==> config.mk <==
export PLATFORM = sky130hd
export DESIGN_NAME = swm_ctrl
export DESIGN_NICKNAME = d
export VERILOG_FILES = /design/src/rtl/swm_pkg.sv /design/src/rtl/swm_ctrl.sv
export SDC_FILE = /design/constraint.sdc
export NUM_CORES = 1
export LEC_CHECK = 0
export BUFFER_PORTS_ARGS = -buffer_cell sky130_fd_sc_hd__buf_2
export CORE_AREA = 10 10 47 49
export CTS_CLUSTER_DIAMETER = 40
export DETAILED_ROUTE_END_ITERATION = 10
export DIE_AREA = 0 0 57 59
export SLEW_MARGIN = 5
export SYNTH_ARGS = -nofsm -noshare
export SYNTH_HDL_FRONTEND = slang
export SYNTH_SLANG_ARGS = --single-unit
==> constraint.sdc <==
create_clock -name i_clk -period 1.1 [get_ports i_clk]
set_input_delay 0.11 -clock i_clk [delete_from_list [all_inputs] [get_ports i_clk]]
set_output_delay 0.11 -clock i_clk [all_outputs]
set_load 0.02 [all_outputs]
==> src/rtl/swm_pkg.sv <==
// ----------------------------------------------------------------------------
// swm_pkg
// Types and constants shared by the sliding-window median filter.
// ----------------------------------------------------------------------------
package swm_pkg;

    localparam int WindowMax  = 64;
    localparam int SampleBits = 16;
    localparam int CountBits  = $clog2(WindowMax + 1);

    typedef struct packed {
        logic                          op;
        logic signed [SampleBits-1:0]  sample;
    } t_in_item;

    typedef struct packed {
        logic signed [SampleBits:0]    median_doubled;
        logic                          median_valid;
        logic [CountBits-1:0]          present_count;
    } t_out_item;

    localparam logic OP_SAMPLE = 1'b0;
    localparam logic OP_GAP    = 1'b1;

    localparam logic [0:0] REG_WINDOW_LENGTH = 1'b0;

    typedef enum logic [2:0] {
        ST_IDLE,
        ST_EVICT_RD,
        ST_EVICT,
        ST_PUSH,
        ST_MEDIAN,
        ST_OUT
    } t_state;

    // Commands from the controller to the datapath.
    typedef struct packed {
        logic load_item;
        logic ring_read;
        logic evict;
        logic push;
        logic median;
    } t_cmd;

    // Status from the datapath to the controller.
    typedef struct packed {
        logic must_evict;
    } t_status;

endpackage

==> src/rtl/swm_ctrl.sv <==
// ----------------------------------------------------------------------------
// swm_ctrl
// Sequencer: evict oldest slots as needed, push, take median, hold result.
// ----------------------------------------------------------------------------
module swm_ctrl (
    input  logic             i_clk,
    input  logic             i_rst_n,
    input  logic             i_in_valid,
    output logic             o_in_stall,
    output logic             o_out_valid,
    input  logic             i_out_stall,
    input  swm_pkg::t_status i_status,
    output swm_pkg::t_cmd    o_cmd
);
    import swm_pkg::*;

    t_state r_state, n_state;

    always_ff @(posedge i_clk) begin
        if (!i_rst_n) r_state <= ST_IDLE;
        else r_state <= n_state;
    end

    always_comb begin
        n_state     = r_state;
        o_cmd       = '0;
        o_in_stall  = 1'b1;
        o_out_valid = 1'b0;
        unique case (r_state)
            ST_IDLE: begin
                o_in_stall = 1'b0;
                if (i_in_valid) begin
                    o_cmd.load_item = 1'b1;
                    n_state = ST_EVICT_RD;
                end
            end
            ST_EVICT_RD: begin
                if (i_status.must_evict) begin
                    o_cmd.ring_read = 1'b1;
                    n_state = ST_EVICT;
                end else begin
                    n_state = ST_PUSH;
                end
            end
            ST_EVICT: begin
                o_cmd.evict = 1'b1;
                n_state = ST_EVICT_RD;
            end
            ST_PUSH: begin
                o_cmd.push = 1'b1;
                n_state = ST_MEDIAN;
            end
            ST_MEDIAN: begin
                o_cmd.median = 1'b1;
                n_state = ST_OUT;
            end
            ST_OUT: begin
                o_out_valid = 1'b1;
                if (!i_out_stall) n_state = ST_IDLE;
            end
            default: n_state = ST_IDLE;
        endcase
    end
endmodule
==> out/metrics.csv <==
stage;metric;value;unit
floorplanning;Die ar.;0.003363;mm^2
worst_setup_path;cell at the slowest stage of the critical path;or3_4;
clock_tree;CTS tree;done;
place;Place WS;0.05457;ns
global_route;GR Overflow Total;0;
layout;Reg with most FFs;r_state;
layout;layout cell share with drive strength beyond 1;0.6500;
layout;non-filler cells in the finished layout;56;
worst_setup_path;CP arrival;1.10;ns
routing;initial detailed-routing violation count;4;
logic_synthesis;synth top area cells;dfxtp_1, and3_1, a21oi_1;
floorplanning;IO Pins;12;
worst_setup_path;crit-path leading delay family;simple AND/OR/NAND/NOR gates;
worst_setup_path;crit path max fanout;6;
global_route;largest net degree at the start of global routing;7;
logic_synthesis;Synth Area in Compound Gates;0.2238;
routing;DRC Markers;0;
worst_setup_path;WS Path Type;register to output port;
layout;Area growth, synth to finish;94.41;%
clock_tree;Worst-Skew Late Latency;0.23;ns
floorplanning;site row count;14;
routing;Routed Antenna Nets;0;
place;Post-Place Cell Area;269.0;um^2
timing;relative slew slack;0.8693;
logic_synthesis;Syn Inst Count;22;
routing;Avg Vias per Cell;4.107;
logic_synthesis;Mapped Avg Cell Area;8.133;um^2
timing;final cycle utilization of the critical path;1.099;
layout;post-layout util;0.2482;
worst_setup_path;CP Launch Type;register;
routing;Routed WL per cell;10.45;um
logic_synthesis;largest family of logic cells by synthesized area;simple AND/OR/NAND/NOR gates;
timing;crit path time final;1.209;ns
clock_tree;clk root buf;clkbuf_4;
global_route;initial antenna violation count;0;
timing;Final Max Slew Viols;0;
timing;setup TNS;-0.4184;ns
logic_synthesis;Netlist cell types;12;
layout;final instance area;347.8;um^2
timing;Max Clk Rate;0.8271;GHz
clock_tree;clock transition at the registers of the reported paths;0.04;ns
timing;Setup Viol. Count Final;7;
place;PortBufs;11;
worst_setup_path;CP endpoint kind;output port;
logic_synthesis;Mapped Area;178.9;um^2
logic_synthesis;adder-cell share of the synthesized area;0;
status;failing checks;negative setup slack;
layout;top flop regs;r_state (3);
pwr;Lkg Pwr;0.1671;nW
timing;worst slew pin tran;0.1940;ns
hold_path;Tightest Hold Check Type;primary input to register;
pwr;power density over cell area;1345;mW/mm^2
floorplanning;die width;57;um
clock_tree;cts bufs inserted;3;
status;outcome;finished, violations left;
worst_setup_path;required time of the critical path;0.99;ns
floorplanning;die height;59;um
floorplanning;initial core utilization;0.1277;
floorplanning;Core ar.;0.001401;mm^2
clock_tree;H-tree depth;1;
timing;RSZ-0062 raised after global routing;true;
layout;diodes inserted;0;
global_route;first-pass GRT wire length;903;um
logic_synthesis;Synth top area share;0.3357;
clock_tree;Sink Count;3;
routing;TritonRoute pass-1 iters;4;
layout;fin nets;46;
routing;final wirelength;585;um
layout;max reg flops;3;
place;routability cong.;0.7436;
pwr;Final Total Pwr;467.8;uW
logic_synthesis;yosys warns;0;
timing;clock skew;0.0003116;ns
global_route;vias in the first global route;227;
place;Detailed Place HPWL;465.2;um
logic_synthesis;post-synthesis mux area share;0;
worst_setup_path;R2R Setup Slk;-0.06;ns
logic_synthesis;fraction of the mapped netlist area in simple logic gates;0.3986;
logic_synthesis;post-synthesis net count;27;
logic_synthesis;Post-Synth XOR/XNOR Area;0;
place;Cells after DPL;51;
logic_synthesis;post-synth top area cell;dfxtp_1;
clock_tree;Longest Clk Path Bufs;2;
logic_synthesis;sequential-to-total area share from yosys stat;0.3357;
routing;via count;230;
pwr;VDD IR max;350.2;uV
timing;Setup WS post-layout;-0.1091;ns
worst_setup_path;critical-path cell list;or3_4 > buf_6;
worst_setup_path;slowest stage delay, CP;0.38;ns
timing;Final Hold Fails;0;
timing;Hold WS;0.1306;ns
global_route;GRT Resource Usage Total;0.03673;
logic_synthesis;#FFs+latches synth;3;
run;Max Cap Violations;0;
worst_setup_path;CP bufs+invs;1;
## cell usage after synthesis, drive strengths merged
cell type,count
a21oi,3
and3,3
dfxtp,3
inv,2
nand2b,1
nor2,4
nor3b,2
o211ai,1
o21a,1
o21ai,1
or3,1
## where the power goes
part / internal [mW] / switching (mW) / leakage (nW) / total (mW)
registers: 0.119 / 0.0119 / 0.0261 / 0.131
logic: 0.0777 / 0.0683 / 0.126 / 0.146
clock network: 0.136 / 0.0547 / 0.0150 / 0.190
## final timing paths
kind                                 start    endpoint  depth (start not counted)
worst max-delay path            r_state[1]  o_in_stall                          2
worst min-delay path               i_rst_n  r_state[0]                          3
worst max register to register  r_state[1]  r_state[0]                          4
worst min register to register  r_state[0]  r_state[1]                          1
## layer usage
layer,global-route usage,vias to the layer above,part of all wire
li1,-,116,-
met1,0.02375,101,0.34
met2,0.06047,13,0.52
met3,0.03004,0,0.14
met4,0.04027,0,0
met5,0,-,0
## worst min-delay path, cell delays in order
cell and delay [ns]:
buf_2 0.12, o211ai_2 0.05, a21oi_1 0.04
## placed cells by master (no fill, tap or decap)
| cell | count |
|---|---|
| or3_4 | 1 |
| o21a_1 | 1 |
| a21oi_1 | 3 |
| o211ai_2 | 1 |
| and3_1 | 2 |
| nor3b_2 | 1 |
| nor2_1 | 3 |
| buf_6 | 3 |
| and3_4 | 1 |
| nand2b_1 | 1 |
| clkbuf_4 | 3 |
| dfxtp_2 | 2 |
| inv_1 | 1 |
| buf_2 | 5 |
| dfxtp_4 | 1 |
| inv_2 | 1 |
| buf_4 | 6 |
| o21ai_0 | 1 |
| clkbuf_1 | 1 |
| nor3b_1 | 1 |
| nor2_4 | 1 |
## area by class of cell
class	instances	area [um^2]
multi-input combinational	17	123.9
inverter	2	7.507
tap	16	20.02
sequential	3	66.31
fill	165	1054
clock buffer	4	26.28
timing repair buffer	14	103.9
## cells by family (layout without fill, tap and decap cells)
group,count (synthesis),in the layout
buffers and inverters,2,20
DFF,3,3
AOI/OAI and AO/OA,6,6
and+or+nand+nor,11,11
## repair_timing
action,CTS,global route
setup buffers,1,0
hold buffers,0,0
pin swaps,1,1
resized for setup,14,3
setup endpoints to repair,7,8
Note: power is estimated with default switching activity, not from simulation.
